==> src/hw/rtl/tpa3_sqrt_cell.sv <==
// tpa3_sqrt_cell: one restoring square root step of a pipelined root chain
// depends on nothing; payload travels beside the root state
module tpa3_sqrt_cell #(
  parameter int RAD_W = 32,
  parameter int ROOT_W = 16,
  parameter int PASS_W = 1,
  parameter int STEP = 0
) (
  input  logic              clk,
  input  logic              en,
  input  logic [RAD_W-1:0]  rem_i,
  input  logic [ROOT_W-1:0] root_i,
  input  logic [PASS_W-1:0] pass_i,
  output logic [RAD_W-1:0]  rem_o,
  output logic [ROOT_W-1:0] root_o,
  output logic [PASS_W-1:0] pass_o
);
  localparam int BIT = ROOT_W - 1 - STEP;

  logic [RAD_W+1:0]  trial;
  logic [RAD_W-1:0]  rem_r;
  logic [ROOT_W-1:0] root_r;
  logic [PASS_W-1:0] pass_r;
  logic [RAD_W+1:0]  cand_sq;
  logic [ROOT_W:0]   cand;

  // (root + 2^b)^2 - root^2 = 2^(2b) + root*2^(b+1)
  always_comb begin
    cand = {1'b0, root_i};
    cand_sq = ({{(RAD_W+2-ROOT_W-1){1'b0}}, cand} << (BIT + 1))
            + ({{(RAD_W+1){1'b0}}, 1'b1} << (2 * BIT));
    trial = {2'b00, rem_i} - cand_sq;
  end

  always_ff @(posedge clk) begin
    if (en) begin
      pass_r <= pass_i;
      if (!trial[RAD_W+1]) begin
        rem_r <= trial[RAD_W-1:0];
        root_r <= root_i | (ROOT_W'(1) << BIT);
      end else begin
        rem_r <= rem_i;
        root_r <= root_i;
      end
    end
  end

  assign rem_o = rem_r;
  assign root_o = root_r;
  assign pass_o = pass_r;
endmodule

==> src/hw/rtl/tpa3_sqrt_chain.sv <==
// tpa3_sqrt_chain: row of root cells, one result bit per cell per cycle while en is high
// depends on tpa3_sqrt_cell
module tpa3_sqrt_chain #(
  parameter int RAD_W = 32,
  parameter int ROOT_W = 16,
  parameter int PASS_W = 1
) (
  input  logic              clk,
  input  logic              en,
  input  logic [RAD_W-1:0]  rad_i,
  input  logic [PASS_W-1:0] pass_i,
  output logic [ROOT_W-1:0] root_o,
  output logic [PASS_W-1:0] pass_o
);
  logic [RAD_W-1:0]  rem_w [ROOT_W+1];
  logic [ROOT_W-1:0] root_w [ROOT_W+1];
  logic [PASS_W-1:0] pass_w [ROOT_W+1];

  assign rem_w[0] = rad_i;
  assign root_w[0] = '0;
  assign pass_w[0] = pass_i;

  for (genvar g = 0; g < ROOT_W; g++) begin : g_cell
    tpa3_sqrt_cell #(
      .RAD_W(RAD_W), .ROOT_W(ROOT_W), .PASS_W(PASS_W), .STEP(g)
    ) u_cell (
      .clk(clk), .en(en),
      .rem_i(rem_w[g]), .root_i(root_w[g]), .pass_i(pass_w[g]),
      .rem_o(rem_w[g+1]), .root_o(root_w[g+1]), .pass_o(pass_w[g+1])
    );
  end

  assign root_o = root_w[ROOT_W];
  assign pass_o = pass_w[ROOT_W];
endmodule

==> config.mk <==
export PLATFORM = sky130hd
export DESIGN_NAME = tpa3_sqrt_chain
export DESIGN_NICKNAME = d
export VERILOG_FILES = /design/src/hw/rtl/tpa3_sqrt_cell.sv /design/src/hw/rtl/tpa3_sqrt_chain.sv
export SDC_FILE = /design/constraint.sdc
export NUM_CORES = 1
export LEC_CHECK = 0
export ABC_CLOCK_PERIOD_IN_PS = 3100
export BUFFER_PORTS_ARGS = -buffer_cell sky130_fd_sc_hd__buf_2
export CAP_MARGIN = 20
export CORE_ASPECT_RATIO = 1.4
export CORE_MARGIN = 2
export CORE_UTILIZATION = 45
export CTS_BUF_LIST = sky130_fd_sc_hd__clkbuf_8 sky130_fd_sc_hd__clkbuf_16
export CTS_CLUSTER_DIAMETER = 100
export DETAILED_ROUTE_END_ITERATION = 8
export PLACE_DENSITY = 0.61
export SLEW_MARGIN = 15
export SYNTH_ARGS = -nofsm -noshare
export SYNTH_HDL_FRONTEND = slang
export SYNTH_SLANG_ARGS = --single-unit
==> constraint.sdc <==
create_clock -name clk -period 3.1 [get_ports clk]
set_input_delay 0.775 -clock clk [delete_from_list [all_inputs] [get_ports clk]]
set_output_delay 0.775 -clock clk [all_outputs]
set_load 0.05 [all_outputs]
# After elaboration in Yosys (flattened, before gate mapping)

Cells that the tools add are included.

Output and inout port bits: 17
Register bits: 752
Word-level logic and storage cells: 109
Input bits: 35

$add $sub $neg: 31
Muxes and demuxes: 16

Operators with widths:

| cell                     | number |
|---|---|
| $sub A32 B34 Y34         | 15 |
| $mux W32                 | 15 |
| $sub A32 B31 Y33 const B | 1 |
| $add A31 B29 Y32 const B | 1 |
| $add A30 B27 Y31 const B | 1 |
| $add A29 B25 Y30 const B | 1 |
| $add A28 B23 Y29 const B | 1 |
| $add A27 B21 Y28 const B | 1 |
| $add A26 B19 Y27 const B | 1 |
| $add A25 B17 Y26 const B | 1 |
| $add A24 B15 Y25 const B | 1 |
| $add A23 B13 Y24 const B | 1 |
| $add A22 B11 Y23 const B | 1 |
| $add A21 B9 Y22 const B  | 1 |
| $add A20 B7 Y21 const B  | 1 |
| $add A19 B5 Y20 const B  | 1 |
| $add A18 B3 Y19 const B  | 1 |
| $add A17 B1 Y18 const B  | 1 |
| $mux W16                 | 1 |

# Longest topological paths before layout

Depth after elaboration: 3
Gate-level depth with buffers: 11
Depth with buffers taken out: 10

# By module

From an unflattened synthesis, not the netlist that was laid out.

Cell total of the unflattened synthesis: 5643
Area, all modules: 56629.3 um2

Modules (own cells, without submodules):

| module                             | cells each | seq. area each (um2) | times used | area an instance (um2) |
|---|---|---|---|---|
| tpa3_sqrt_cell (g_cell[2].u_cell)  | 379        | 1471.4               | 1          | 3901.2 |
| tpa3_sqrt_cell (g_cell[3].u_cell)  | 377        | 1471.4               | 1          | 3812.4 |
| tpa3_sqrt_cell (g_cell[0].u_cell)  | 385        | 1471.4               | 1          | 3801.1 |
| tpa3_sqrt_cell (g_cell[1].u_cell)  | 366        | 1471.4               | 1          | 3636.0 |
| tpa3_sqrt_cell (g_cell[6].u_cell)  | 378        | 1471.4               | 1          | 3631.0 |
| tpa3_sqrt_cell (g_cell[10].u_cell) | 380        | 1471.4               | 1          | 3618.5 |
| tpa3_sqrt_cell (g_cell[5].u_cell)  | 364        | 1471.4               | 1          | 3617.2 |
| tpa3_sqrt_cell (g_cell[4].u_cell)  | 366        | 1471.4               | 1          | 3592.2 |
| tpa3_sqrt_cell (g_cell[8].u_cell)  | 358        | 1471.4               | 1          | 3557.2 |
| tpa3_sqrt_cell (g_cell[9].u_cell)  | 335        | 1471.4               | 1          | 3488.3 |
| tpa3_sqrt_cell (g_cell[7].u_cell)  | 337        | 1471.4               | 1          | 3437.0 |
| tpa3_sqrt_cell (g_cell[14].u_cell) | 337        | 1471.4               | 1          | 3417.0 |
| tpa3_sqrt_cell (g_cell[12].u_cell) | 340        | 1471.4               | 1          | 3407.0 |
| tpa3_sqrt_cell (g_cell[11].u_cell) | 337        | 1471.4               | 1          | 3404.5 |
| 3 more rows                        | n/a        | n/a                  | n/a        | n/a |

# Least setup slack after synthesis

OpenSTA, ideal clock, no wires.

Path type: reg2reg
Start point: register g_cell[13].u_cell.rem_r[5]
End point: register g_cell[14].u_cell.rem_r[6], data pin
Library setup time: 0.260 ns
Cell stages (with the launch flop): 9
Clock period less this slack: 2.806 ns
Setup slack: 0.294 ns
Path buffers: 1
Data arrival time: 2.546 ns
Required time: 2.840 ns
Cells stage by stage: edfxtp_1 -> ha_1 -> or3_1 -> o221a_2 -> a2111oi_2 -> o21bai_1 -> a21oi_2 -> buf_2 -> mux2_2

Word-level cells in the longest chain between the ends: 2

Ends and longest elaborated chain:

| element                | line                 | RTL |
|---|---|---|
| start, declared        | tpa3_sqrt_cell.sv:21 | `logic [RAD_W-1:0] rem_r;` |
| start signal, assigned | tpa3_sqrt_cell.sv:39 | `rem_r <= trial[RAD_W-1:0];` |
| start signal, assigned | tpa3_sqrt_cell.sv:42 | `rem_r <= rem_i;` |
| $sub A32 B34 Y34       | tpa3_sqrt_cell.sv:32 | `trial = {2'b00, rem_i} - cand_sq;` |
| $mux W32               | tpa3_sqrt_cell.sv:38 | `if (!trial[RAD_W+1]) begin` |
| end signal, assigned   | tpa3_sqrt_cell.sv:39 |  |
| end signal, assigned   | tpa3_sqrt_cell.sv:42 |  |
| end, declared          | tpa3_sqrt_cell.sv:21 |  |

Every way passes these cells.
A chain may end at the register's enable or synchronous reset.

# Worst setup path after layout

Start point: register g_cell[13].u_cell.rem_r[5]
End point: register g_cell[14].u_cell.rem_r[27], data pin

Same word-level chain as after synthesis.

==> results.md <==
- Critical setup path kind: reg -> reg
- Antenna violations before repair: 0
- Leading area contributor after synthesis: edfxtp_1
- Worst Setup Start Kind: flip-flop
- Max-slew violation count: 0
- PwrDens: 687 nW/µm²
- Share of cells above drive strength 1: 11.1%
- CTS buffer count: 60
- Worst Path Arrival: 3.36 ns
- Critical Path Fanout Max: 15
- Int Power: 16.5 mW
- Ys Warns: 0
- M1 GR Usage: 13.1%
- Ant diodes: 0
- Sw Pwr: 5.73 mW
- Area of the multi-input gates: 8760 µm²
- Fin Clk Skew: 0.0468 ns
- Logic pwr share: 16.1%
- Clock Latency Late Sink: 0.64 ns
- Share of the synthesized area in the top cell type: 66.5%
- Slew HR: 50.1%
- Initial Util: 45.4%
- Sequential share of power: 50.3%
- Maxcap violations: 0
- M3 GR Usage: 2.40%
- Drt total wl: 49.4 mm
- Final hold violations: 0
- # nets final: 2438
- Drt initial violations: 775
- Post-Layout Cell Count: 3151
- Placed cells: 3039
- Peak VDD IR: 0.488 mV
- Gr ovfl total: 0
- Global Route Usage Sum: 15.2%
- First-pass GRT wire length: 80.2 mm
- Synth unique cells: 70
- Die Ht: 302 µm
- Syn avg cell area: 13.4 µm²
- Area Overhead vs Synth: 13.5%
- Fillcell total: 5297
- Final min period: 3.01 ns
- Antenna Nets Post-Route: 0
- DR WL/cell: 15.7 µm
- Synth Register Bits: 632
- Mapped Nets: 2294
- Core Rows: 109
- Drt first pass iters: 5
- Worst-Margin Slew: 0.742 ns
- Total power: 22.2 mW
- Die ar.: 65500 µm²
- Final period utilization: 97.0%
- Top FF cell, synth: edfxtp_1
- Via Count: 16600
- Post-DR vias/cell: 5.27
- Final Setup Violations: 0
- Ys async rst share: 0%
- Core ar.: 62900 µm²
- Final design utilization: 51.5%
- Largest cells by area after synthesis: edfxtp_1 67%, ha_1 5.9%, xor2_1 2.7%
- H-tree levels: 2
- DRC: 0
- Worst hold path class: in -> reg
- Max Fclk: 333 MHz
- PortBufs: 51
- EDFF count, synth: 632
- Switching Share: 25.8%
- FF+latch area: 19000 µm²
- Seq/Total Area, Yosys: 66.5%
- Leakage: 12.4 nW
- Root Buffer: clkbuf_16
- Routability cong.: 0.946
- Vias in the first global route: 17100
- Post-Syn Area: 28500 µm²
- Clock tree sinks: 632
- Hold Buf Count CTS: 0
- CTS tree: done
- Top Usage Layer GRT: met2
- IO Pins: 52
- Largest net degree at the start of global routing: 96
- Worst EP required: 3.45 ns
- Clock power frac: 33.7%
- Setup slack, reg-to-reg: 0.09 ns
- Met2 Use GR: 32.8%
- Clock slew at reported path FFs: 0.06 ns
- Status: finished, final reports clean
- Largest buffer count on any clock path: 3
- Crit path capture type: flip-flop
- Post-Synthesis Cells: 2125
- Die W: 217 µm
- DP HPWL: 35.5 mm
[cells in the final DEF, fill, tap and decap left out, types with 7 or more instances in the layout]
cell / n
xor2_1: 87
o21a_1: 38
a21o_1: 29
bufinv_16: 9
nand3b_1: 8
buf_12: 11
o31ai_1: 12
a31oi_1: 12
nand4_1: 13
o22ai_1: 10
mux2_2: 24
clkbuf_16: 60
nand2b_1: 29
nor3_1: 54
clkinv_2: 9
nand2_1: 125
o211ai_1: 12
edfxtp_1: 632
nor2_1: 143
a21oi_1: 114
clkinv_1: 12
nand3_1: 29
or2_2: 12
buf_4: 48
nor2b_1: 20
ha_1: 134
o21ai_0: 111
nor4_1: 19
inv_1: 193
o31a_1: 12
xnor2_1: 79
clkinvlp_4: 9
or4_1: 11
nor4b_1: 8
and2_1: 10
buf_2: 50
and3_1: 10
or3_1: 32
a211oi_1: 7
[critical path, stage by stage, from the launching register on]
cell and delay [ns]:
edfxtp_1 0.40, ha_1 0.24, or3_1 0.42, o221a_2 0.34, a2111oi_4 0.41, o21bai_1 0.17, a21oi_2 0.24, buf_6 0.19
nor2_1 0.05, mux2_2 0.26
[synthesized netlist by cell type, drive strengths merged (20+ instances only)]
cell	number
a21o	29
a21oi	117
clkbuf	21
edfxtp	632
ha	134
inv	185
mux2	24
nand2	125
nand2b	29
nand3	29
nor2	143
nor2b	20
nor3	55
nor4	20
o21a	38
o21ai	111
or3	33
xnor2	79
xor2	87
[repair_timing]
action,in CTS,in global routing
setup endpoints to repair,0,18
setup buffers,0,0
resized for setup,0,7
[sequential cells by signal (all words and copies together), names as in the netlist]
| signal | cells |
|---|---|
| g_cell.u_cell.rem_o | 480 |
| g_cell.u_cell.pass_o | 16 |
| g_cell.u_cell.root_o | 136 |
[area by class of cell]
class                           instances  share of cell area (%)
Inverter                              185                    2.14
Clock buffer                           60                    4.64
Timing Repair Buffer                  111                    2.65
Sequential cell                       632                    58.6
Multi-Input combinational cell       1279                    27.0
Clock inverter                         52                    1.70
Tap cell                              832                    3.22
[layer usage]
| metal | up-vias | wire length [µm] | part of all wire (%) |
|---|---|---|---|
| li1 | 8182 | - | - |
| met1 | 8037 | 16300 | 33 |
| met2 | 266 | 29900 | 61 |
| met3 | 124 | 1420 | 2.9 |
| met4 | 0 | 1820 | 3.7 |
| met5 | - | 0 | 0 |
[power by group through the flow]
stage	clock network [mW]	registers (mW)	logic [mW]
6_report	7.49	11.2	3.57
5_1_grt	8.05	11.3	3.98
4_1_cts	7.74	11.2	3.56
3_5_place_dp	0	11.3	3.54
3_3_place_gp	0	11.3	3.42
2_1_floorplan	0	11.2	2.52
[metrics by stage]
step                setup TNS, ns  worst slack, ns  hold slack, ns  instance area (µm²)
floorplan                       0            0.294           0.400                28500
CTS                             0          0.00856           0.260                32300
global route               -0.115          -0.0406           0.264                32400
global placement                0            0.122           0.401                30300
finish                          0           0.0927           0.311                32400
detailed placement              0           0.0507           0.405                30300
[cells by family after synthesis]
family,Yosys count,share of synthesized area (%)
buffers and inverters,214,2.89
and+or+nand+nor,542,9.54
muxes,26,1.02
adders and majority gates,134,5.88
AOI/OAI and AO/OA,411,9.04
xor gates and xnor gates,166,5.10
DFF,632,66.5
[worst paths after layout]
path                              start                          end  cells after the start
max reg2reg  g_cell[13].u_cell.rem_o[5]  g_cell[14].u_cell.rem_o[27]                      9
min reg2reg   g_cell[8].u_cell.rem_o[7]    g_cell[9].u_cell.rem_o[7]                      0
min                           rad_i[21]   g_cell[0].u_cell.rem_o[21]                      1
max          g_cell[13].u_cell.rem_o[5]  g_cell[14].u_cell.rem_o[27]                      9
Note: power is estimated with default switching activity, not from simulation.
